**src/rtl/core/vra_pkg.sv**
```systemverilog
// Shared types, constants and the sine table generator for the axis rotator.
// Depends on nothing; every other file in rtl/core refers to it by scoped names.
package vra_pkg;

  // Default number of address bits per quarter wave of the sine table.
  localparam int SINE_TABLE_ADDR_BITS_DEFAULT = 10;

  // Axis select codes.
  localparam logic [1:0] AXIS_X    = 2'd0;
  localparam logic [1:0] AXIS_Y    = 2'd1;
  localparam logic [1:0] AXIS_Z    = 2'd2;
  localparam logic [1:0] AXIS_NONE = 2'd3;

  // Bit widths of the datapath.
  localparam int VEC_W   = 32;
  localparam int TRIG_W  = 16;
  localparam int MAG_W   = TRIG_W - 1;
  localparam int PROD_W  = VEC_W + TRIG_W;
  localparam int SUM_W   = PROD_W + 1;
  localparam int FRAC_SH = 15;
  localparam int RND_W   = SUM_W - FRAC_SH;

  // Pi/2 in Q2.30 and the Taylor series denominators (2n)(2n+1).
  localparam logic [63:0] HALF_PI_Q30 = 64'd1686629713;
  localparam logic [63:0] TAYLOR_DIV [1:10] = '{
    64'd6, 64'd20, 64'd42, 64'd72, 64'd110,
    64'd156, 64'd210, 64'd272, 64'd342, 64'd420
  };

  // Request after the table lookup: table magnitudes as read, signs kept apart.
  typedef struct packed {
    logic                      bypass;
    logic [1:0]                func;
    logic signed [VEC_W-1:0]   x;
    logic signed [VEC_W-1:0]   y;
    logic signed [VEC_W-1:0]   z;
    logic [MAG_W-1:0]          sin_mag;
    logic [MAG_W-1:0]          cos_mag;
    logic                      sin_neg;
    logic                      cos_neg;
  } lookup_t;

  // Request after the multipliers.
  typedef struct packed {
    logic                      bypass;
    logic [1:0]                func;
    logic signed [VEC_W-1:0]   x;
    logic signed [VEC_W-1:0]   y;
    logic signed [VEC_W-1:0]   z;
    logic signed [PROD_W-1:0]  cu;
    logic signed [PROD_W-1:0]  sv;
    logic signed [PROD_W-1:0]  su;
    logic signed [PROD_W-1:0]  cv;
  } prod_t;

  // Request after the sums and rounding, before saturation.
  typedef struct packed {
    logic                      bypass;
    logic [1:0]                func;
    logic signed [VEC_W-1:0]   x;
    logic signed [VEC_W-1:0]   y;
    logic signed [VEC_W-1:0]   z;
    logic signed [RND_W-1:0]   first;
    logic signed [RND_W-1:0]   second;
  } sum_t;

  // One sine table entry, round(32768*sin(pi/2*k/N)) in unsigned Q0.15, capped at 32767.
  // Evaluated at elaboration only.
  function automatic logic [14:0] sine_entry(input int addr_bits, input int k);
    logic [63:0] x;
    logic [63:0] x2;
    logic [63:0] term;
    logic [63:0] r;
    longint      sum;
    x    = (HALF_PI_Q30 * 64'(k)) >> addr_bits;
    x2   = (x * x) >> 30;
    term = x;
    sum  = longint'(x);
    for (int n = 1; n <= 10; n++) begin
      term = ((term * x2) >> 30) / TAYLOR_DIV[n];
      if ((n & 1) == 1) begin
        sum = sum - longint'(term);
      end else begin
        sum = sum + longint'(term);
      end
    end
    if (sum < 0) begin
      sum = 0;
    end
    r = (64'(sum) + 64'd16384) >> 15;
    if (r > 64'd32767) begin
      r = 64'd32767;
    end
    return r[14:0];
  endfunction

endpackage

```
**src/rtl/core/vra_accumulate.sv**
```systemverilog
// Third pipeline stage: sums of product pairs, rounded half up by 15 bits.
// Depends on vra_pkg for the request types and datapath widths.
module vra_accumulate (
  input  logic           clk,
  input  logic           rst,
  input  logic           in_valid,
  output logic           in_ready,
  input  vra_pkg::prod_t in_req,
  output logic           out_valid,
  input  logic           out_ready,
  output vra_pkg::sum_t  out_req
);

  localparam logic signed [vra_pkg::SUM_W-1:0] HALF_LSB =
    vra_pkg::SUM_W'(1 << (vra_pkg::FRAC_SH - 1));

  logic signed [vra_pkg::SUM_W-1:0] first_full;
  logic signed [vra_pkg::SUM_W-1:0] second_full;
  vra_pkg::sum_t req_next;
  vra_pkg::sum_t stage;
  logic stage_valid;

  // Exact sums plus half an output step; the shift then floors.
  always_comb begin
    first_full  = vra_pkg::SUM_W'(in_req.cu) - vra_pkg::SUM_W'(in_req.sv) + HALF_LSB;
    second_full = vra_pkg::SUM_W'(in_req.su) + vra_pkg::SUM_W'(in_req.cv) + HALF_LSB;

    req_next.bypass = in_req.bypass;
    req_next.func   = in_req.func;
    req_next.x      = in_req.x;
    req_next.y      = in_req.y;
    req_next.z      = in_req.z;
    req_next.first  = first_full[vra_pkg::SUM_W-1:vra_pkg::FRAC_SH];
    req_next.second = second_full[vra_pkg::SUM_W-1:vra_pkg::FRAC_SH];
  end

  assign in_ready = !stage_valid || out_ready;

  // Valid bit of the stage.
  always_ff @(posedge clk) begin
    if (rst) begin
      stage_valid <= 1'b0;
    end else if (in_ready) begin
      stage_valid <= in_valid;
    end
  end

  // Payload of the stage.
  always_ff @(posedge clk) begin
    if (in_ready && in_valid) begin
      stage <= req_next;
    end
  end

  assign out_valid = stage_valid;
  assign out_req   = stage;

endmodule

```
**config.mk**
```make
export PLATFORM = sky130hd
export DESIGN_NAME = vra_accumulate
export DESIGN_NICKNAME = d
export VERILOG_FILES = /design/src/rtl/core/vra_pkg.sv /design/src/rtl/core/vra_accumulate.sv
export SDC_FILE = /design/constraint.sdc
export NUM_CORES = 1
export LEC_CHECK = 0
export ABC_AREA = 1
export BUFFER_PORTS_ARGS = -buffer_cell sky130_fd_sc_hd__buf_2
export CORE_AREA = 2 2 181 183
export CTS_CLUSTER_DIAMETER = 120
export DETAILED_ROUTE_END_ITERATION = 7
export DIE_AREA = 0 0 183 185
export PLACE_DENSITY_LB_ADDON = 0.25
export SLEW_MARGIN = 5
export SYNTH_ARGS = -nofsm -noshare
export SYNTH_HDL_FRONTEND = slang
export SYNTH_SLANG_ARGS = --single-unit
```
**constraint.sdc**
```tcl
create_clock -name clk -period 21.4 [get_ports clk]
set_input_delay 4.28 -clock clk [delete_from_list [all_inputs] [get_ports clk]]
set_output_delay 4.28 -clock clk [all_outputs]
set_load 0.05 [all_outputs]
```
==> run summary <==
The root buffer cell chosen for the clock tree is sky130_fd_sc_hd__clkbuf_16. The internal reg-to-reg setup slack is 19.39 ns. For this run, the number of standard cells in the final layout without fillers is approximately 2600. The count of distinct cell types in the synthesized netlist is 29. In this run switching power makes up ~40% of total power. The setup slack after layout is ~12 ns. The number of placement rows is 66.

The number of buffers added on ports came out at ~460. The average vias per placed instance is 4.969. Along the worst hold path, the cell count comes to 2. Summed over all layers, the global routing overflow is 0. Sorting the synthesized cells by how often they occur yields sky130_fd_sc_hd__nand2_1, sky130_fd_sc_hd__inv_1, sky130_fd_sc_hd__ha_1. Synthesis handed over a netlist of between 1500 and 2000 instances. The aggregate negative setup slack came out at 0 ns. Counting flops with an async set or reset pin after synthesis yields a share of 0%. After synthesis, flip-flops and latches occupy around two fifths of the total area.

The layout cell share with drive strength beyond 1 is between 20 and 30%. Summing all non-filler instances in the final layout gives an area of ~17000 sq um. The max-slew violation count was 0. Setup repair after global routing left no endpoint under its margin. The post-synthesis register bit count is roughly 170. The placer congestion estimate came out at around 1.0. The max-slew headroom at the worst pin came out at between 20 and 30%.

The number of ports placed on the die boundary came out at 464. The worst path buffer plus inverter count came out at 3. Counting stages on the worst path, the most repeated cell is sky130_fd_sc_hd__buf_2. The top cell type by total area after synthesis is sky130_fd_sc_hd__edfxtp_1. The total global-route track usage is approximately a quarter.

By instance count, the leading cell after synthesis is sky130_fd_sc_hd__nand2_1. The core region is 32040 sq um. The final routed wirelength across all metal layers is approximately 44000 microns. The synthesized net count is approximately 2200.

The total of cells resized after clock tree synthesis came out at 0. The number of failing setup endpoints in the final timing report is 0. The worst hold margin is roughly 0.56 ns. The die is 183 microns wide. The transition time of the tightest slew-check pin came out at between 1 and 1.5 ns. The slowest stage of the critical path is the sky130_fd_sc_hd__buf_2 cell. In this run the number of H-tree levels came out at 4. In the final routed layout, each cell accounts on average for around 17 microns.

The number of antenna violations at the first check in global routing came out at 0. The highest ir drop seen on vdd is slightly below 0.06 mV. The mapped cell area came out at between 10000 and 15000 sq um. The final route contains around 13000 vias. The number of nets in the layout is ~2600. The total design power is about 1.2 mW. The internal portion of total power is between 0.6 and 0.7 mW. The destination of the worst hold path is out_valid$_SDFFE_PP0N_.

The number of hold buffers added after CTS came out at 0. The starting utilization of the core area came out at between 40% and 50%. By area the synthesized netlist is led by sky130_fd_sc_hd__edfxtp_1, sky130_fd_sc_hd__ha_1, sky130_fd_sc_hd__nand2_1. The total die area is roughly 34000 sq um.

Walking the worst path, the cells encountered are buf_2 -> inv_1 -> nand2_1 -> buf_2. In this run, CTS created clock tree buffers numbering 17. The cell type group with the largest total delay on the critical path is buffers and inverters. The detailed placement HPWL is roughly 38000 microns. The worst setup path is launched from an input pin.

The vertical extent of the die is around 190 microns. Clock skew on the completed layout was measured at 0.01222 ns. The net switching power is 0.4745 mW. The deepest clock path buffer count is 2. The run finished with clean final reports. The first-iteration detailed-routing DRC count came out at 743. Sequential cells account for approximately 36% of the total power. The highest net fanout along the worst path is 2. The static leakage power came out at about 9 nW. The power density relative to cell area came out at about 71 nW/um^2. The synthesized design devotes to its leading area cell type 38.12% of total area. The part of the power in combinational logic came out at 38.8%.

STA puts the critical path data arrival time at 4.77 ns. Yosys mapped a number of flops with a built-in enable equal to 167. The number of endpoints with negative hold slack in the final report is 0. The utilization after layout is between 50% and 60%. The number of cells on the worst reg-to-reg path is 2. The worst setup path is captured at a primary output. The worst path in the final design needs a cycle of a little over 9 ns, including I/O delays and setup. The post-CTS setup buffer count is 0.

The startpoint identified for the worst hold timing path is out_valid$_SDFFE_PP0N_. At the worst endpoint, the required time is approximately 17 ns. Among all flip-flop cells after synthesis, the most frequent one is sky130_fd_sc_hd__edfxtp_1.

The mean instance size in the synthesized netlist came out at 7.883 sq um. The pin count of the biggest net entering global routing is 82. The clock sink count is between 150 and 200.

The first global-routing pass estimated 65540 microns of wire. For this run, the slowest stage of the critical path takes between 0.2 and 0.25 ns. The peak clock frequency supported by timing came out at ~110 MHz. The worst register-to-register path begins at out_valid$_SDFFE_PP0N_. The min-delay analysis places its worst path in the category flip-flop to flip-flop.

From synthesis to final layout, the design area changed by 25.86%. TritonCTS built the clock tree. At the placement stage, the worst setup path has a slack of roughly 12 ns.

The cell total after placement is ~2500. The cell area after placement came out at approximately 16000 sq um. The max-cap violation count came out at 0. The final clock period utilization by the worst path came out at 42.29%. The remaining antenna violation count after routing came out at 0. The post-route DRC violation count is 0. The later pin in the worst-skew pair is clocked with a latency of around 0.45 ns.

The clock slew seen by the registers of the worst setup and hold paths is approximately 0.070 ns. The critical path is of the input pin to primary output type. For this run, the number of Yosys warnings is 0. The worst register-to-register path ends at out_req[11]$_DFFE_PP_.

The total iterations of the first detailed-routing run came out at 5. The fraction of power consumed by the clock network came out at between 20 and 30%. The number of antenna diodes in the final layout is 0. The via count of the first global-routing pass came to roughly 12000.
[power by group through the flow]
stage	clock network, mW	registers, mW	logic, mW
floorplan	0	0.538	0.201
global placement	0	0.423	0.449
detailed placement	0	0.424	0.451
CTS	0.308	0.417	0.454
global route	0.317	0.419	0.495
finish	0.301	0.416	0.455
[worst register-to-register path, delay by kind of cell (launching register included)]
| family | cells | cell delay (ns) |
|---|---|---|
| buffers and inverters | 1 | 0.87 |
| flip-flops | 1 | 0.36 |
| AO/OA/AOI/OAI | 1 | 0.32 |
[routing by layer]
| metal | wire [microns] | vias up | track usage, % | share of wire, % |
|---|---|---|---|---|
| met2 | 22100 | 429 | 46.41 | 50 |
| met4 | 1254 | 0 | 8.192 | 2.8 |
| li1 | - | 6510 | - | - |
| met3 | 2275 | 66 | 3.696 | 5.1 |
| met1 | 18780 | 5781 | 30.84 | 42 |
| met5 | 0 | - | 0 | 0 |
[cells in the final DEF (no fill, tap or decap), types with 17 or more instances in the layout]
| cell type | instances |
|---|---|
| sky130_fd_sc_hd__clkbuf_16 | 17 |
| sky130_fd_sc_hd__nand4_1 | 28 |
| sky130_fd_sc_hd__a21oi_1 | 136 |
| sky130_fd_sc_hd__ha_1 | 186 |
| sky130_fd_sc_hd__nor2_1 | 145 |
| sky130_fd_sc_hd__nand2_1 | 483 |
| sky130_fd_sc_hd__o21ai_0 | 67 |
| sky130_fd_sc_hd__edfxtp_1 | 167 |
| sky130_fd_sc_hd__inv_1 | 257 |
| sky130_fd_sc_hd__xor2_1 | 20 |
| sky130_fd_sc_hd__buf_2 | 463 |
| sky130_fd_sc_hd__nand3_1 | 73 |
[registers in the layout (all words and copies together) (netlist names)]
signal / count
out_req: 167
out_valid: 1
[worst max-delay path by stage]
stage	start	endpoint	slack [ns]	depth (start not counted)
global route	out_ready	in_ready	12.30	4
global placement	out_ready	in_ready	12.35	4
floorplan	in_valid	out_req[0]$_DFFE_PP_	8.30	2
detailed placement	out_ready	in_ready	12.35	4
CTS	out_ready	in_ready	12.35	4
finish	out_ready	in_ready	12.35	4
[logic make-up (layout without fill, tap and decap cells)]
logic type,after synthesis,after routing,share of synthesized area (%)
xor+xnor,33,33,2.197
simple gates,780,780,24.79
fa+ha+maj,186,186,17.69
flops,168,168,38.27
compound gates,231,231,9.320
buf+inv,271,767,7.732
[cell type report]
| type | instances | area [sq um] |
|---|---|---|
| fillers | 3162 | 15480 |
| multi-input cells | 1230 | 7116 |
| flip-flops and latches | 168 | 5035 |
| repair buffers | 465 | 2332 |
| inverters | 271 | 1017 |
| well taps | 408 | 510.5 |
| clock buffers | 18 | 429.2 |
| clock inverters | 13 | 118.9 |
Note: power is estimated with default switching activity, not from simulation.
