## config.mk

```make
export PLATFORM = sky130hd
export DESIGN_NAME = vra_output
export DESIGN_NICKNAME = d
export VERILOG_FILES = /design/src/rtl/core/vra_pkg.sv /design/src/rtl/core/vra_output.sv
export SDC_FILE = /design/constraint.sdc
export NUM_CORES = 1
export LEC_CHECK = 0
export BUFFER_PORTS_ARGS = -buffer_cell sky130_fd_sc_hd__buf_2
export CORE_MARGIN = 3
export CORE_UTILIZATION = 53
export CTS_BUF_LIST = sky130_fd_sc_hd__clkbuf_16
export DETAILED_ROUTE_END_ITERATION = 12
export PLACE_DENSITY_LB_ADDON = 0.25
export SLEW_MARGIN = 5
export SYNTH_ARGS = -nofsm -noshare
export SYNTH_HDL_FRONTEND = slang
export SYNTH_SLANG_ARGS = --single-unit
```

## constraint.sdc

```tcl
create_clock -name clk -period 10 [get_ports clk]
set_clock_uncertainty 0.05 [all_clocks]
set_input_delay 1.5 -clock clk [delete_from_list [all_inputs] [get_ports clk]]
set_output_delay 1.5 -clock clk [all_outputs]
set_load 0.02 [all_outputs]
```

## src/rtl/core/vra_pkg.sv

```systemverilog
// Shared types, constants and the sine table generator for the axis rotator.
// Depends on nothing; every other file in rtl/core refers to it by scoped names.
package vra_pkg;

  // Default number of address bits per quarter wave of the sine table.
  localparam int SINE_TABLE_ADDR_BITS_DEFAULT = 10;

  // Axis select codes.
  localparam logic [1:0] AXIS_X    = 2'd0;
  localparam logic [1:0] AXIS_Y    = 2'd1;
  localparam logic [1:0] AXIS_Z    = 2'd2;
  localparam logic [1:0] AXIS_NONE = 2'd3;

  // Bit widths of the datapath.
  localparam int VEC_W   = 32;
  localparam int TRIG_W  = 16;
  localparam int MAG_W   = TRIG_W - 1;
  localparam int PROD_W  = VEC_W + TRIG_W;
  localparam int SUM_W   = PROD_W + 1;
  localparam int FRAC_SH = 15;
  localparam int RND_W   = SUM_W - FRAC_SH;

  // Pi/2 in Q2.30 and the Taylor series denominators (2n)(2n+1).
  localparam logic [63:0] HALF_PI_Q30 = 64'd1686629713;
  localparam logic [63:0] TAYLOR_DIV [1:10] = '{
    64'd6, 64'd20, 64'd42, 64'd72, 64'd110,
    64'd156, 64'd210, 64'd272, 64'd342, 64'd420
  };

  // Request after the table lookup: table magnitudes as read, signs kept apart.
  typedef struct packed {
    logic                      bypass;
    logic [1:0]                func;
    logic signed [VEC_W-1:0]   x;
    logic signed [VEC_W-1:0]   y;
    logic signed [VEC_W-1:0]   z;
    logic [MAG_W-1:0]          sin_mag;
    logic [MAG_W-1:0]          cos_mag;
    logic                      sin_neg;
    logic                      cos_neg;
  } lookup_t;

  // Request after the multipliers.
  typedef struct packed {
    logic                      bypass;
    logic [1:0]                func;
    logic signed [VEC_W-1:0]   x;
    logic signed [VEC_W-1:0]   y;
    logic signed [VEC_W-1:0]   z;
    logic signed [PROD_W-1:0]  cu;
    logic signed [PROD_W-1:0]  sv;
    logic signed [PROD_W-1:0]  su;
    logic signed [PROD_W-1:0]  cv;
  } prod_t;

  // Request after the sums and rounding, before saturation.
  typedef struct packed {
    logic                      bypass;
    logic [1:0]                func;
    logic signed [VEC_W-1:0]   x;
    logic signed [VEC_W-1:0]   y;
    logic signed [VEC_W-1:0]   z;
    logic signed [RND_W-1:0]   first;
    logic signed [RND_W-1:0]   second;
  } sum_t;

  // One sine table entry, round(32768*sin(pi/2*k/N)) in unsigned Q0.15, capped at 32767.
  // Evaluated at elaboration only.
  function automatic logic [14:0] sine_entry(input int addr_bits, input int k);
    logic [63:0] x;
    logic [63:0] x2;
    logic [63:0] term;
    logic [63:0] r;
    longint      sum;
    x    = (HALF_PI_Q30 * 64'(k)) >> addr_bits;
    x2   = (x * x) >> 30;
    term = x;
    sum  = longint'(x);
    for (int n = 1; n <= 10; n++) begin
      term = ((term * x2) >> 30) / TAYLOR_DIV[n];
      if ((n & 1) == 1) begin
        sum = sum - longint'(term);
      end else begin
        sum = sum + longint'(term);
      end
    end
    if (sum < 0) begin
      sum = 0;
    end
    r = (64'(sum) + 64'd16384) >> 15;
    if (r > 64'd32767) begin
      r = 64'd32767;
    end
    return r[14:0];
  endfunction

endpackage

```

## src/rtl/core/vra_output.sv

```systemverilog
// Fourth pipeline stage: saturation and placement of the rotated components.
// Depends on vra_pkg for the request type, axis codes and widths.
module vra_output (
  input  logic                             clk,
  input  logic                             rst,
  input  logic                             in_valid,
  output logic                             in_ready,
  input  vra_pkg::sum_t                    in_req,
  output logic                             out_valid,
  input  logic                             out_ready,
  output logic signed [vra_pkg::VEC_W-1:0] out_x,
  output logic signed [vra_pkg::VEC_W-1:0] out_y,
  output logic signed [vra_pkg::VEC_W-1:0] out_z
);

  localparam int HI = vra_pkg::RND_W - 1;
  localparam int LO = vra_pkg::VEC_W - 1;

  logic signed [vra_pkg::VEC_W-1:0] first_sat;
  logic signed [vra_pkg::VEC_W-1:0] second_sat;
  logic signed [vra_pkg::VEC_W-1:0] x_next;
  logic signed [vra_pkg::VEC_W-1:0] y_next;
  logic signed [vra_pkg::VEC_W-1:0] z_next;
  logic signed [vra_pkg::VEC_W-1:0] x_reg;
  logic signed [vra_pkg::VEC_W-1:0] y_reg;
  logic signed [vra_pkg::VEC_W-1:0] z_reg;
  logic stage_valid;

  // Clamp a rounded sum to the 32-bit range.
  function automatic logic signed [vra_pkg::VEC_W-1:0] sat32(
    input logic signed [vra_pkg::RND_W-1:0] val
  );
    logic all_one;
    logic all_zero;
    all_one  = &val[HI:LO];
    all_zero = ~|val[HI:LO];
    if (all_one || all_zero) begin
      return val[vra_pkg::VEC_W-1:0];
    end else if (val[HI]) begin
      return {1'b1, {(vra_pkg::VEC_W-1){1'b0}}};
    end else begin
      return {1'b0, {(vra_pkg::VEC_W-1){1'b1}}};
    end
  endfunction

  // Put the two rotated components back on their axes.
  always_comb begin
    first_sat  = sat32(in_req.first);
    second_sat = sat32(in_req.second);
    x_next     = in_req.x;
    y_next     = in_req.y;
    z_next     = in_req.z;
    if (!in_req.bypass) begin
      unique case (in_req.func)
        vra_pkg::AXIS_X: begin
          y_next = first_sat;
          z_next = second_sat;
        end
        vra_pkg::AXIS_Y: begin
          z_next = first_sat;
          x_next = second_sat;
        end
        vra_pkg::AXIS_Z: begin
          x_next = first_sat;
          y_next = second_sat;
        end
        default: begin
          x_next = in_req.x;
        end
      endcase
    end
  end

  assign in_ready = !stage_valid || out_ready;

  // Valid bit of the output register.
  always_ff @(posedge clk) begin
    if (rst) begin
      stage_valid <= 1'b0;
    end else if (in_ready) begin
      stage_valid <= in_valid;
    end
  end

  // Output register.
  always_ff @(posedge clk) begin
    if (in_ready && in_valid) begin
      x_reg <= x_next;
      y_reg <= y_next;
      z_reg <= z_next;
    end
  end

  assign out_valid = stage_valid;
  assign out_x     = x_reg;
  assign out_y     = y_reg;
  assign out_z     = z_reg;

endmodule

```

==> qor.csv, run 1 <==
stage,metric,value,unit
yosys,synthesized cell area,6381,um^2
layout,share of layout cells above drive strength 1,42.50,%
layout,Area Growth Syn to Fin,23.22,%
sta,fmax,288.2,MHz
floorplanning,# IOs,269,
sta,slew margin rel.,12.78,%
yosys,post-synthesis sequential area ratio,45.49,%
clock_network,"Gates resized, CTS repair",0,
route,Starting DRT DRC Count,651,
route,post-route ant nets,0,
layout,final std cells w/o fill,1024,
worst_setup_path,Crit path largest cell delay,0.17,ns
route,number of iterations in the first detailed-routing pass,5,
floorplanning,core area,11610,um^2
global_routing,first-pass GRT wire length,31.61,mm
yosys,Synth cell types,28,
global_routing,antenna violations before repair,1,
clock_network,CTS tree,yes,
global_routing,met1 Use GR,37.78,%
route,post-DR wirelength/cell,20.47,um
place,GP Congestion,0.8974,
place,Placed Cells,1007,
clock_network,Worst-Skew Late Latency,0.35,ns
yosys,Synth Register Bits,97,
place,dpl hpwl,14.37,mm
global_routing,grt total ovfl,0,
sta,Tcrit/Tclk final,34.69,%
place,count of buffers from port buffering,268,
global_routing,routing usage on met2,50.73,%
clock_network,post-CTS setup buffer count,0,
sta,fin. max-slew vios,0,
clock_network,clock slew seen by the registers of the worst setup and hold paths,0.07,ns
floorplanning,die area,13390,um^2
worst_hold_path,HP Start,out_valid$_SDFFE_PP0N_,
floorplanning,chip height,115.7,um
yosys,top_reg_cell synth,edfxtp_1,
worst_setup_path,Buf/Inv on CP,2,
pwr,Pwr Density,139.8,nW/um^2
global_routing,vias in the first global route,6034,
worst_setup_path,Levels on crit path,3,
sta,RSZ-0062 raised after global routing,no,
worst_setup_path,CP Cell Sequence,buf_2 -> nand2b_1 -> buf_2,
floorplanning,Initial Utilization,54.95,%
global_routing,GRT Max-Usage Layer,met2,
global_routing,M3 GR Usage,6.997,%
yosys,Post-synth EDFFs,96,
worst_hold_path,hold depth,2,
worst_setup_path,Setup CP Type,in -> out,
worst_setup_path,Worst Reg-to-Reg Cells,3,
sta,TNS Setup,0,ns
worst_setup_path,CP Launch Type,input pin,
clock_network,clk sinks,97,
clock_network,CTS Buf Count,9,
run_status,status,completed,
worst_setup_path,Worst EP required,8.45,ns
yosys,async set-reset flop share out of synthesis,0,%
pwr,Final Power,0.001099,W
worst_setup_path,"Largest delay share family, worst path",buffers and inverters,
yosys,Yosys Warn Count,0,
layout,"most common cell after layout, fill and taps aside",buf_2,
worst_setup_path,CP endpoint kind,output port,
clock_network,htree depth,3,
route,DRC,0,
layout,"commonest non-fill, non-tap cells in the layout","buf_2, nand2_1, edfxtp_1",
worst_setup_path,Worst Path Arrival,1.92,ns
worst_hold_path,Min-Delay Path Class,reg -> reg,
route,WL final,20.97,mm
worst_setup_path,CP most frequent cell,buf_2,
yosys,Gate Count Post-Synth,651,
layout,final core occ,67.70,%
route,vias,6241,
layout,# nets final,1049,
clock_network,clock buffer depth,2,
sta,Fin. Hold Viols,0,
global_routing,GR Util All Layers,30.61,%
job,max_cap viols,0,
worst_hold_path,Worst Hold End,out_valid$_SDFFE_PP0N_,
floorplanning,Die X,115.7,um
sta,Least-Margin Pin Slew,1.308,ns
floorplanning,placement row count,39,
pwr,VDD IR max,0.09829,mV
route,Vias per Instance,6.095,
yosys,synthesized area per cell,9.802,um^2
sta,endpoints failing setup,0,
worst_setup_path,CP Max Fanout,3,
worst_setup_path,FF-to-FF End,out_x[9]$_DFFE_PP_,
worst_setup_path,reg2reg start,out_valid$_SDFFE_PP0N_,
worst_setup_path,"Slowest-stage cell, CP",buf_2,
yosys,Synthesized Nets,825,
clock_network,hold_buf cts,0,
pwr,Leakage,3.494,nW
sta,Tmin final,3.469,ns
worst_setup_path,reg2reg setup slack,7.93,ns
clock_network,Root Buffer,clkbuf_16,
global_routing,largest net degree at the start of global routing,86,
## worst min-delay path: cells and delay by family (launching register included)
kind	cells	cell delay, ns
simple gates	1	0.10
flops	1	0.31
compound gates	1	0.08
## cell type report
cell class	count	area, um^2
tap	143	178.9
clock buffer	9	225.2
fill	952	3751
antenna	1	2.502
timing repair buffer	275	1394
multi-input combinational	489	3119
sequential	97	2903
clock inverter	7	28.78
inverter	3	11.26
## report_power, final
group	switching, W	internal (W)
registers	0.00000965	0.000491
logic	0.000180	0.000108
clock network	0.000148	0.000164
## cell families (layout without fill, tap and decap cells)
family | count (synthesis) | after routing | share of synthesized area (%)
and+or+nand+nor | 292 | 292 | 18.71
DFF | 97 | 97 | 45.49
AOI/OAI and AO/OA | 194 | 194 | 29.35
adders and majority gates | 3 | 3 | 0.5883
buffers and inverters | 65 | 294 | 5.862
other | 0 | 1 | 0
## stage by stage
stage	worst slack, ns	hold slack [ns]	instance area, um^2
2_1_floorplan	5.460	0.6790	6381
3_3_place_gp	6.530	0.4461	7606
3_5_place_dp	6.434	0.4809	7606
4_1_cts	6.529	0.4900	7860
5_1_grt	6.503	0.5198	7863
6_report	6.531	0.4861	7863
## cells in the mapped netlist, drive strengths merged, types with 5 or more instances
master / number / area (um^2)
or2: 31 / 193.9
nor2: 95 / 356.6
a21oi: 32 / 160.2
buf: 42 / 287.8
edfxtp: 96 / 2883
o211ai: 31 / 357.8
nand2: 159 / 596.8
a2bb2oi: 31 / 452.9
clkbuf: 20 / 75.07
a21bo: 31 / 310.3
o221ai: 62 / 543.0
nand2b: 5 / 31.28
## worst max path at each step
stage / end / from
after CTS: in_ready / out_ready
after global routing: in_ready / out_ready
final: in_ready / out_ready
after detailed placement: out_x[2]$_DFFE_PP_ / in_req[165]
after floorplan: out_x[0]$_DFFE_PP_ / out_ready
after global placement: out_x[30]$_DFFE_PP_ / in_req[164]
## routing by layer
metal	wire, um	vias up
met3	2069	75
li1	-	2833
met2	10080	435
met4	850	0
met1	7965	2898
met5	0	-
## sequential cells by signal, summed over array words and instances (netlist names)
signal and count:
out_valid 1, out_x 32, out_y 32, out_z 32
(Power assumes the default switching activity.)
==> inputs of run 2 (changes only) <==
ABC_AREA = 1   (was not set)
CORE_UTILIZATION = 49   (was 53)
clock period = 3.61 ns   (was 10 ns; I/O delays follow)
==> run 2 against run 1 <==
Net effect: synthesized cell count grew 41%; sequential cell count unchanged; first-iteration DRC count is 34% higher; area after synthesis down 0.82%; power grew to 2.8 times the previous value; register-to-register slack got worse by 5.9 ns; cell area grew 1.9%; hold slack lost 0.19 ns; sequential share of layout area decreased by 0.70 points; non-clock buffer count grew 4; routed wire length increased by 1.1%.
==> qor.csv, run 2 <==
stage,metric,value,unit,change
yosys,"top cells by count, synth","nand2_1, nand3_1, nor2_1",,
route,WL final,21.20,mm,+1.1%
sta,Fin. Hold Viols,0,,unchanged
layout,final core occ,65.09,%,-2.6 points
pwr,Final Power,0.003127,W,+180%
yosys,Post-synth EDFFs,96,,unchanged
yosys,top cell type's share of synthesized area,45.55,%,+0.38 points
job,max_cap viols,0,,unchanged
place,count of buffers from port buffering,268,,unchanged
yosys,synthesized cell area,6329,um^2,-0.82%
floorplanning,# IOs,269,,unchanged
yosys,Yosys Warn Count,0,,unchanged
floorplanning,core area,12310,um^2,+6.0%
global_routing,grt total ovfl,0,,unchanged
floorplanning,Initial Utilization,51.40,%,-3.5 points
yosys,top_reg_cell synth,edfxtp_1,,
route,number of iterations in the first detailed-routing pass,6,,+1
layout,share of layout cells above drive strength 1,26.75,%,-16 points
global_routing,largest net degree at the start of global routing,94,,+9.3%
sta,RSZ-0062 raised after global routing,no,,
run_status,status,completed,,
layout,"commonest non-fill, non-tap cells in the layout","nand2_1, buf_2, nand3_1",,
clock_network,clock buffer depth,2,,unchanged
pwr,VDD IR max,0.2096,mV,+110%
worst_setup_path,CP most frequent cell,nor2_1,,
clock_network,post-CTS setup buffer count,0,,unchanged
sta,fmax,474.6,MHz,
floorplanning,placement row count,40,,+2.6%
route,Vias per Instance,5.304,,-13%
worst_setup_path,"Largest delay share family, worst path",compound AO/OA/AOI/OAI gates,,
worst_setup_path,Worst EP required,3.66,ns,-4.79 ns
layout,register area,2903,um^2,unchanged
sta,fin. max-slew vios,0,,unchanged
sta,Tmin final,2.107,ns,
yosys,Synth Register Bits,97,,unchanged
worst_hold_path,HP Start,rst,,
sta,endpoints failing setup,0,,unchanged
yosys,async set-reset flop share out of synthesis,0,%,unchanged
place,GP Congestion,0.9656,,+7.6%
worst_setup_path,Worst Path Arrival,2.15,ns,+0.23 ns
sta,TNS Setup,0,ns,unchanged
route,Starting DRT DRC Count,872,,+34%
layout,"most common cell after layout, fill and taps aside",nand2_1,,
layout,# nets final,1313,,+25%
worst_setup_path,Crit path largest cell delay,0.74,ns,+0.57 ns
worst_setup_path,Setup CP Type,in -> reg,,
route,vias,6964,,+12%
pwr,Leakage,4.281,nW,+23%
clock_network,clock slew seen by the registers of the worst setup and hold paths,0.06,ns,about the same
route,post-route ant nets,0,,unchanged
floorplanning,chip height,119.6,um,+3.4%
worst_setup_path,reg2reg start,out_valid$_SDFFE_PP0N_,,
sta,Least-Margin Pin Slew,0.9516,ns,-0.3568 ns
layout,area of the multi-input gates,2887,um^2,-7.5%
yosys,most frequent cell after synthesis,nand2_1,,
worst_setup_path,Critical Path Source,in_req[33],,
worst_setup_path,Buf/Inv on CP,1,,-1
clock_network,hold_buf cts,0,,unchanged
clock_network,Worst-Skew Late Latency,0.34,ns,about the same
pwr,Pwr Density,390.3,nW/um^2,+180%
floorplanning,Die X,119.6,um,+3.4%
yosys,Synthesized Nets,1091,,+32%
worst_setup_path,"Slowest-stage cell, CP",o21ai_4,,
layout,Fillers,1137,,+19%
worst_setup_path,CP Launch Type,input pin,,
clock_network,CTS tree,yes,,
sta,Tcrit/Tclk final,58.36,%,
yosys,Gate Count Post-Synth,917,,+41%
worst_hold_path,Min-Delay Path Class,in -> reg,,
route,post-DR wirelength/cell,16.15,um,-21%
global_routing,antenna violations before repair,2,,+1
yosys,synthesized area per cell,6.901,um^2,-30%
clock_network,Root Buffer,clkbuf_16,,
clock_network,clk sinks,97,,unchanged
yosys,Yosys top cell by area,edfxtp_1,,
sta,slew margin rel.,36.32,%,+24 points
yosys,Synth cell types,18,,-36%
clock_network,htree depth,3,,unchanged
worst_setup_path,CP Max Fanout,31,,+28
worst_setup_path,CP Cell Sequence,buf_2 -> o21ai_4 -> nand3_1 -> nand2_1 -> nor2_1 -> nor2_1 -> nor2_1,,
route,DRC,0,,unchanged
layout,Area Growth Syn to Fin,26.63,%,
yosys,post-synthesis sequential area ratio,45.87,%,+0.38 points
yosys,"top cells by area, synth","edfxtp_1, nand2_1, nand3_1",,
floorplanning,die area,14310,um^2,+6.9%
global_routing,first-pass GRT wire length,32.88,mm,+4.0%
clock_network,"Gates resized, CTS repair",0,,unchanged
clock_network,CTS Buf Count,9,,unchanged
global_routing,vias in the first global route,6492,,+7.6%
global_routing,GR Util All Layers,28.95,%,-1.7 points
place,dpl hpwl,14.65,mm,+2.0%
worst_setup_path,CP endpoint kind,register,,
## run 2: cell types whose count changed after synthesis, sizes merged, moves of 5 or more
cell	change
o211ai	-31
a21bo	-31
buf	+6
nand2b	-5
a21oi	-28
nor2	+31
inv	+74
nand3	+186
nand2	+189
or2	-31
a2bb2oi	-31
o221ai	-62
## run 2: worst reg2reg max path: cells and delay by family, from the launching register on
family,cells,cell delay (ns)
flip-flops,1,0.34
AO/OA/AOI/OAI,1,0.16
buffers and inverters,1,0.60
## run 2: logic make-up (layout without fill, tap and decap cells)
family	count (synthesis)	count (layout)	share of synthesized area (%)
AO/OA/AOI/OAI	12	12	1.127
AND/OR/NAND/NOR	660	660	42.86
flip-flops	97	97	45.87
adder cells (fa/ha/maj)	3	3	0.5932
buffers and inverters	145	372	9.549
other	0	1	0
## run 2: cell type report
class	instances	area share [%]
sequential	97	36.22
multi-input combinational	675	36.02
timing repair buffer	279	17.92
inverter	77	3.607
clock buffer	9	2.810
tap	168	2.623
clock inverter	7	0.7650
antenna	1	0.03123
## run 2: where the power goes
group | leakage (nW) | switching (W) | internal, W
Clock | 0.142 | 0.000418 | 0.000530
Sequential | 0.942 | 0.0000264 | 0.00136
Combinational | 3.20 | 0.000534 | 0.000261
## run 2: per-stage QoR
stage / cells / hold WS (ns) / cell area (um^2) / setup slack, ns
finish: 1313 / 0.2920 / 8014 / 1.503
global route: 1313 / 0.2852 / 8014 / 1.356
CTS: 1312 / 0.2871 / 8011 / 1.546
detailed placement: 1296 / 0.4707 / 7725 / 1.184
global placement: 1296 / 0.4649 / 7725 / 1.175
floorplan: 917 / 0.5606 / 6340 / 0.9058
## run 2: final timing paths
check / end / slack, ns / cells after the start
min: out_valid$_SDFFE_PP0N_ / 0.29 / 2
max reg2reg: out_z[31]$_DFFE_PP_ / 2.05 / 2
max: out_x[19]$_DFFE_PP_ / 1.50 / 7
min reg2reg: out_valid$_SDFFE_PP0N_ / 0.47 / 2
## run 2: routing by layer
metal	routed length (um)	vias up	share of wire, %	global-route usage [%]
met3	2189	59	10	5.372
met5	7	-	0.033	0
met1	8107	3092	38	36.86
met4	802	2	3.8	13.03
met2	10100	442	48	48.09
li1	-	3369	-	-
==> inputs of run 3 (changes only) <==
CORE_UTILIZATION = 44   (was 49)
clock period = 1.8 ns   (was 3.61 ns; I/O delays follow)
==> run 3 against run 2 <==
Net effect: first-iteration DRC count down 0.57%; routed wire length up 0.77%; cell area up 4.1%; final cell count up 2.3%; sequential share of layout area down 1.4 points; sequential cell count unchanged; sequential power up 99%; utilization down 5.5 points; non-clock buffer count up 19; hold slack worse by 0.16 ns; register-to-register slack worse by 1.6 ns; largest cell class unchanged.
==> qor.csv, run 3 (synthesized netlist as in run 2, its figures left out) <==
stage,metric,value,unit,change
job,max_cap viols,0,,unchanged
floorplanning,core area,13990,um^2,+14%
clock_network,"Gates resized, CTS repair",0,,unchanged
pwr,Pwr Density,767.7,nW/um^2,+97%
place,count of buffers from port buffering,268,,unchanged
route,post-route ant nets,0,,unchanged
floorplanning,placement row count,43,,+7.5%
route,Starting DRT DRC Count,867,,-0.57%
worst_setup_path,"Largest delay share family, worst path",buffers and inverters,,
global_routing,first-pass GRT wire length,33.26,mm,+1.2%
place,pre-CTS setup slack,0.01252,ns,-1.172 ns
pwr,Combinational Power Share,26.4,%,+1.0 points
route,DRC,0,,unchanged
layout,"commonest non-fill, non-tap cells in the layout","nand2_1, buf_2, nand3_1",,
worst_setup_path,CP Cell Sequence,buf_2 -> inv_1 -> ha_2 -> buf_4 -> nand3_1 -> nand2_1 -> nand2_1 -> nand2_1,,
pwr,Final Power,0.006403,W,+100%
layout,Fillers,1363,,+20%
floorplanning,die area,15860,um^2,+11%
worst_setup_path,CP endpoint kind,register,,
pwr,Pint,0.004399,W,+100%
sta,slew margin rel.,54.58,%,+18 points
sta,fin worst setup slack,0.3009,ns,-1.202 ns
clock_network,htree depth,3,,unchanged
worst_setup_path,Worst Path Arrival,1.67,ns,-0.48 ns
sta,Tmin final,1.499,ns,
sta,Tcrit/Tclk final,83.28,%,
layout,final core occ,59.62,%,-5.5 points
layout,number of inserted diodes,0,,-1
global_routing,antenna violations before repair,1,,-1
pwr,Psw,0.002004,W,+100%
worst_setup_path,Crit path largest cell delay,0.52,ns,-0.22 ns
place,dpl hpwl,15.64,mm,+6.7%
route,Vias per Instance,5.208,,-1.8%
clock_network,clk sinks,97,,unchanged
global_routing,grt total ovfl,0,,unchanged
clock_network,Worst-Skew Late Latency,0.35,ns,about the same
floorplanning,Initial Utilization,45.24,%,-6.2 points
floorplanning,chip height,125.9,um,+5.3%
sta,endpoints failing setup,0,,unchanged
clock_network,post-CTS setup buffer count,0,,unchanged
sta,Least-Margin Pin Slew,0.6813,ns,-0.2703 ns
pwr,Leakage,4.427,nW,+3.4%
global_routing,largest net degree at the start of global routing,63,,-33%
worst_setup_path,Setup CP Type,in -> reg,,
place,GP Congestion,0.9835,,+1.9%
worst_setup_path,CP most frequent cell,nand2_1,,
worst_hold_path,Min-Delay Path Class,in -> reg,,
route,vias,6994,,+0.43%
pwr,VDD IR max,0.4236,mV,+100%
sta,worst hold slack,0.1361,ns,-0.1558 ns
global_routing,vias in the first global route,6564,,+1.1%
layout,"most common cell after layout, fill and taps aside",nand2_1,,
global_routing,GR Util All Layers,26.26,%,-2.7 points
worst_setup_path,Worst EP required,1.97,ns,-1.69 ns
floorplanning,Die X,125.9,um,+5.3%
sta,TNS Setup,0,ns,unchanged
worst_setup_path,Buf/Inv on CP,3,,+2
route,post-DR wirelength/cell,15.91,um,-1.5%
worst_setup_path,CP Max Fanout,62,,+100%
clock_network,clock buffer depth,2,,unchanged
clock_network,CTS tree,yes,,
layout,# nets final,1332,,+1.4%
sta,fmax,667.1,MHz,
worst_setup_path,CP Launch Type,input pin,,
route,number of iterations in the first detailed-routing pass,6,,unchanged
layout,Area Growth Syn to Fin,31.79,%,
sta,Fin. Hold Viols,0,,unchanged
layout,share of layout cells above drive strength 1,28.03,%,+1.3 points
sta,RSZ-0062 raised after global routing,no,,
clock_network,Root Buffer,clkbuf_16,,
run_status,status,completed,,
route,WL final,21.37,mm,+0.77%
worst_setup_path,"Slowest-stage cell, CP",buf_4,,
clock_network,CTS Buf Count,9,,unchanged
floorplanning,# IOs,269,,unchanged
pwr,clock power share,30.3,%,about the same
clock_network,clock slew seen by the registers of the worst setup and hold paths,0.07,ns,about the same
pwr,switch share,31.30,%,about the same
pwr,Reg power frac,43.2,%,-1.1 points
sta,fin. max-slew vios,0,,unchanged
==> run 3: cell count changes in the layout (fill, tap and decap cells not counted), moves of 2 or more <==
cell	delta
buf_12	+13
buf_4	+5
clkinv_2	-2
clkinvlp_4	+2
==> run 3: final timing paths <==
path,startpoint,end,slack [ns],cells after the start
max,in_req[164],out_z[3]$_DFFE_PP_,0.30,8
min,in_req[94],out_z[26]$_DFFE_PP_,0.14,3
max reg2reg,out_valid$_SDFFE_PP0N_,out_z[3]$_DFFE_PP_,0.49,3
min reg2reg,out_valid$_SDFFE_PP0N_,out_valid$_SDFFE_PP0N_,0.46,2
==> run 3: final cells by class <==
type	instances	area (um^2)	share of cell area [%]
repair buffers	298	1744	20.91
clock inverters	7	71.32	0.8551
multi-input cells	675	2879	34.52
flip-flops and latches	97	2907	34.85
well taps	180	225.2	2.700
clock buffers	9	225.2	2.700
inverters	77	289.0	3.465
==> run 3: power groups by stage <==
stage / Clock [W] / Combinational (W) / Sequential (W)
2_1_floorplan: 0 / 0.000771 / 0.00306
3_3_place_gp: 0 / 0.00166 / 0.00282
3_5_place_dp: 0 / 0.00168 / 0.00282
4_1_cts: 0.00198 / 0.00168 / 0.00277
5_1_grt: 0.00208 / 0.00185 / 0.00279
6_report: 0.00194 / 0.00169 / 0.00277
==> run 3: what timing repair did <==
item | in CTS | in global routing
hold buffers | 1 | 0
endpoints found under the setup margin | 0 | 0
endpoints found under the hold margin | 1 | 0
==> run 3: per-stage QoR <==
stage / cells / area [um^2]
2_1_floorplan: 917 / 6344
3_3_place_gp: 1326 / 8034
3_5_place_dp: 1326 / 8034
4_1_cts: 1343 / 8341
5_1_grt: 1343 / 8341
6_report: 1343 / 8341
==> run 3: layer usage <==
| layer | share of wire (%) | GRT usage [%] |
|---|---|---|
| met1 | 39 | 35.16 |
| met2 | 46 | 41.53 |
| met3 | 12 | 5.640 |
| met4 | 3.0 | 10.85 |
| met5 | 0.051 | 0 |
==> run 3: worst reg2reg max path, cell delays in order (launching register included) <==
cell	delay (ns)
dfxtp_4	0.35
a21oi_4	0.14
buf_12	0.22
buf_4	0.25
